[src/rtl/dynamic_point_probability_update_unit_macros.svh]
// Assertion macros for the dynamic point probability update unit.
`ifndef DYNAMIC_POINT_PROBABILITY_UPDATE_UNIT_MACROS_SVH
`define DYNAMIC_POINT_PROBABILITY_UPDATE_UNIT_MACROS_SVH

// same-cycle implication, clocked on i_clk, off during reset
`define DPU_ASSERT_IMP(lbl, ante, cons, msg) \
    lbl: assert property (@(posedge i_clk) disable iff (!i_rst_n) (ante) |-> (cons)) \
        else $error(msg);

// next-cycle implication
`define DPU_ASSERT_NXT(lbl, ante, cons, msg) \
    lbl: assert property (@(posedge i_clk) disable iff (!i_rst_n) (ante) |=> (cons)) \
        else $error(msg);

`endif

[src/rtl/dpu_pkg.sv]
// Shared constants and types for the dynamic point probability update unit.
`timescale 1ns / 1ps
package dpu_pkg;

    localparam int SQRT_LAT   = 32;
    localparam int DIV_LAT    = 32;
    localparam int CFG_IDX_W  = 3;
    localparam int CFG_DATA_W = 31;

    localparam logic [CFG_IDX_W-1:0] CFG_THR   = 3'd0;
    localparam logic [CFG_IDX_W-1:0] CFG_ALPHA = 3'd1;
    localparam logic [CFG_IDX_W-1:0] CFG_BETA  = 3'd2;
    localparam logic [CFG_IDX_W-1:0] CFG_BHA   = 3'd3;
    localparam logic [CFG_IDX_W-1:0] CFG_EA    = 3'd4;
    localparam logic [CFG_IDX_W-1:0] CFG_ED    = 3'd5;
    localparam logic [CFG_IDX_W-1:0] CFG_SMR   = 3'd6;

    localparam logic [15:0] THR_RST   = 16'd58982;
    localparam logic [15:0] ALPHA_RST = 16'd52429;
    localparam logic [15:0] BETA_RST  = 16'd65208;
    localparam logic [17:0] BHA_RST   = 18'd655;
    localparam logic [15:0] EA_RST    = 16'd655;
    localparam logic [30:0] ED_RST    = 31'd655;
    localparam logic [30:0] SMR_RST   = 31'd5242880;

    typedef logic [30:0] t_q30;

    localparam t_q30 Q30_ONE = 31'h4000_0000;
    localparam t_q30 Q30_EPS = 31'd107374;
    localparam t_q30 Q30_OME = Q30_ONE - Q30_EPS;

endpackage

[src/rtl/dpu_sqrt.sv]
// Pipelined integer square root, one result bit per stage.
`timescale 1ns / 1ps
module dpu_sqrt (
    input  logic        i_clk,
    input  logic [63:0] i_rad,
    output logic [31:0] o_root
);
    import dpu_pkg::*;

    logic [63:0] r_x   [SQRT_LAT-1];
    logic [63:0] r_res [SQRT_LAT];

    for (genvar k = 0; k < SQRT_LAT; k++) begin : g_stage
        localparam logic [63:0] BIT = 64'd1 << (62 - 2 * k);
        logic [63:0] x_in;
        logic [63:0] res_in;
        logic [63:0] trial;
        logic        take;

        if (k == 0) begin : g_first
            assign x_in   = i_rad;
            assign res_in = '0;
        end else begin : g_next
            assign x_in   = r_x[k-1];
            assign res_in = r_res[k-1];
        end

        assign trial = res_in + BIT;
        assign take  = (x_in >= trial);

        always_ff @(posedge i_clk) begin
            r_res[k] <= take ? ((res_in >> 1) + BIT) : (res_in >> 1);
        end

        if (k < SQRT_LAT - 1) begin : g_rem
            always_ff @(posedge i_clk) begin
                r_x[k] <= take ? (x_in - trial) : x_in;
            end
        end
    end

    assign o_root = r_res[SQRT_LAT-1][31:0];

endmodule

[config.mk]
export PLATFORM = sky130hd
export DESIGN_NAME = dpu_sqrt
export DESIGN_NICKNAME = d
export VERILOG_FILES = /design/src/rtl/dynamic_point_probability_update_unit_macros.svh /design/src/rtl/dpu_pkg.sv /design/src/rtl/dpu_sqrt.sv
export SDC_FILE = /design/constraint.sdc
export NUM_CORES = 2
export LEC_CHECK = 0
export ABC_CLOCK_PERIOD_IN_PS = 10000
export BUFFER_PORTS_ARGS = -buffer_cell sky130_fd_sc_hd__buf_4
export CORE_MARGIN = 10
export CORE_UTILIZATION = 65
export CTS_CLUSTER_DIAMETER = 120
export DETAILED_ROUTE_END_ITERATION = 12
export PLACE_DENSITY = 0.79
export SYNTH_ARGS = -nofsm -noshare
export SYNTH_HDL_FRONTEND = slang
export SYNTH_SLANG_ARGS = --single-unit
[constraint.sdc]
create_clock -name i_clk -period 10 [get_ports i_clk]
set_input_delay 2 -clock i_clk [delete_from_list [all_inputs] [get_ports i_clk]]
set_output_delay 2 -clock i_clk [all_outputs]
set_load 0.01 [all_outputs]
==> metrics <==
First DRT Iteration DRCs 5738; fin crit period 4.48 ns; setup slack, reg-to-reg 5.52 ns; Initial Utilization 0.655; DRT Pass-1 Iters 5; fin worst setup slack 5.52 ns; Pins Over Slew Limit 0; GR Overflow Total 0; Fin Hold WS 0.309 ns; pre-CTS WS 5.69 ns; Final Wtd Congestion 0.946; CTS tree done; final core utilization 0.732; CTS resizes 0; Pwr Density 295 mW/mm2; CP Launch Type flop; Tot GR Track Use 0.274; Num CTS Buffers 229; CP Capture Type flop; clk sinks 2512; Final Cycle Share 0.448; Hold Violations, Final 0; Worst R2R Start r_x[1][691]; Port Buffers 96; leakage power 49.0 nW; Synth Net Count 10300; largest fanout on the critical path 61; Max-slew headroom 0.113; Area Overhead vs Synth 11.7%; Die X-Extent 404 um; Distinct cells, synth 97; commonest non-fill, non-tap cell in the layout dfxtp_1; Post-Synthesis Cells 9631; f_max 0.223 GHz; DP HPWL 170000 um; Die Ht 404 um; Async S/R FF share, synth 0; first-pass GRT wire length 369000 um; post-cts hold buffer count 0; synthesized cell area 0.0957 mm2; DRC viols 0; HP Start r_x[1][385]; post-synthesis sequential area ratio 0.525; Max Cap Viol 0; Clock transition at path regs 0.07 ns; final setup TNS 0 ns; Tot Pwr 31.5 mW; fill count 10100; pin count of the biggest net entering global routing 64; via/cell ratio 5.88; post-route ant nets 0; worst path cell trace or4_4 > or4b_1 > nor4_1 > and3_1 > nand3_1 > nor2_4 > inv_2 > and3_1 > nor4b_1 > a211o_1; final setup violating endpoints 0; Clock Skews 0.0753 ns; RSZ-0062 raised after global routing false; clock latency at the later pin of the worst-skew pair 0.86 ns; Cells on Worst Hold Path 0; fin nets 10400; peak supply drop 0.235 mV; R2R Path End r_x[1][743]; row count 140; die area 0.163 mm2; CTS Buffer Depth 3; outcome complete, no violations; final WL 231000 um; Worst-Margin Slew 1.33 ns; number of enable flip-flop cells after synthesis 0; DR WL/cell 19.4 um; CP arrival 5.16 ns; post-synthesis register bit count 2512; most frequent CP cell and3_1; commonest non-fill, non-tap cells in the layout 2512 x dfxtp_1, 708 x inv_1, 620 x nor2_1; Vias 70000; dominant synthesized flop cell dfxtp_1; Core Region 0.146 mm2; CP Class flop to flop; setup bufs post-CTS 0; CP max stage delay 1.01 ns; Synth warnings 0; syn_area_per_cell 9.94 um2; antenna violations before repair 2; H-tree levels 4; number of global-route vias before repair 69500; Root Driver clkbuf_16; Hold WC Path Type flop to flop; layout cell share with drive strength beyond 1 0.0711; Ports 97; Worst Path Required 10.68 ns; Worst Hold Endpoint r_x[1][449]; CP max-delay cell nor2_4; R2R cell count 10
-- stage by stage --
| step | area, um2 | instances |
|---|---|---|
| finish | 107000 | 11900 |
| global route | 107000 | 11900 |
| CTS | 107000 | 11900 |
| detailed placement | 98300 | 11500 |
| global placement | 98300 | 11500 |
| floorplan | 95700 | 9631 |
-- state kept, by name, indices dropped and copies added, names as in the netlist --
| register | count |
|---|---|
| r_res | 528 |
| r_x | 1984 |
-- cells by family (layout without fill, tap and decap cells) --
group,Yosys count,count (layout),share of synthesized area
and+or+nand+nor,2829,2829,0.153
adders and majority gates,558,558,0.0729
other,0,1,0
xor gates and xnor gates,881,881,0.0806
buffers and inverters,908,1262,0.0358
AOI/OAI and AO/OA,1848,1848,0.121
DFF,2512,2512,0.525
muxes,95,95,0.0110
-- layer usage --
| metal | wire length [um] | global-route usage | vias to the layer above |
|---|---|---|---|
| li1 | - | - | 34000 |
| met1 | 101000 | 0.352 | 33500 |
| met2 | 113000 | 0.479 | 2042 |
| met3 | 11400 | 0.0373 | 438 |
| met4 | 6060 | 0.0797 | 2 |
| met5 | 13 | 0 | - |
-- cell usage after synthesis, drive strengths merged, types with 23 or more instances --
cell / count / area share
a211oi: 57 / 0.0045
a21boi: 24 / 0.0019
a21o: 231 / 0.018
a21oi: 594 / 0.031
a31oi: 47 / 0.0031
and2: 30 / 0.0020
and3: 42 / 0.0027
buf: 32 / 0.0014
clkbuf: 164 / 0.0064
dfxtp: 2512 / 0.53
ha: 558 / 0.073
inv: 712 / 0.028
mux2: 84 / 0.0099
nand2: 595 / 0.023
nand2b: 108 / 0.0071
nand3: 170 / 0.0089
nand3b: 23 / 0.0018
nand4: 169 / 0.011
nand4b: 36 / 0.0033
nor2: 622 / 0.024
nor2b: 65 / 0.0042
nor3: 260 / 0.014
nor4: 366 / 0.024
nor4b: 51 / 0.0047
o211ai: 64 / 0.0051
o21a: 91 / 0.0071
o21ai: 446 / 0.023
o21bai: 54 / 0.0042
o31ai: 25 / 0.0020
or2: 40 / 0.0026
or3: 101 / 0.0066
or4: 75 / 0.0060
xnor2: 463 / 0.042
xor2: 418 / 0.038
-- area by class of cell --
type                       instances  area (um2)  area share
antenna                            1        2.50   0.0000234
clock buffer                     305        6470      0.0605
clock inverter                   124        2120      0.0198
inverter                         712        2670      0.0250
multi-input combinational       6211       42100       0.393
sequential                      2512       50300       0.470
tap                             1917        2400      0.0224
timing repair buffer             121         908     0.00850
-- report_power, final --
| group | total, mW | internal [mW] | switching (mW) | leakage (nW) |
|---|---|---|---|---|
| logic | 7.62 | 3.35 | 4.27 | 23.8 |
| registers | 14.3 | 12.3 | 2.04 | 21.0 |
| clock network | 9.60 | 5.66 | 3.94 | 4.15 |
| total | 31.5 | 21.3 | 10.2 | 49.0 |
-- worst max-delay path, delay by kind of cell, from the launching register on --
kind            cells  cell delay [ns]
flops               1             0.34
compound gates      1             0.30
simple gates        8             3.28
buf+inv             1             0.39
-- worst max-delay path by stage --
stage	from	slack, ns	to	cells after the start
after floorplan	i_rad[63]	6.66	r_x[0][63]	6
after CTS	r_res[29][11]	5.64	r_x[1][935]	12
after global placement	r_x[1][692]	5.73	r_x[1][743]	10
final	r_x[1][691]	5.52	r_x[1][743]	10
after global routing	r_res[29][11]	5.30	r_x[1][935]	12
after detailed placement	r_x[1][691]	5.69	r_x[1][743]	10
No activity file was read; power rests on OpenSTA's default activity.
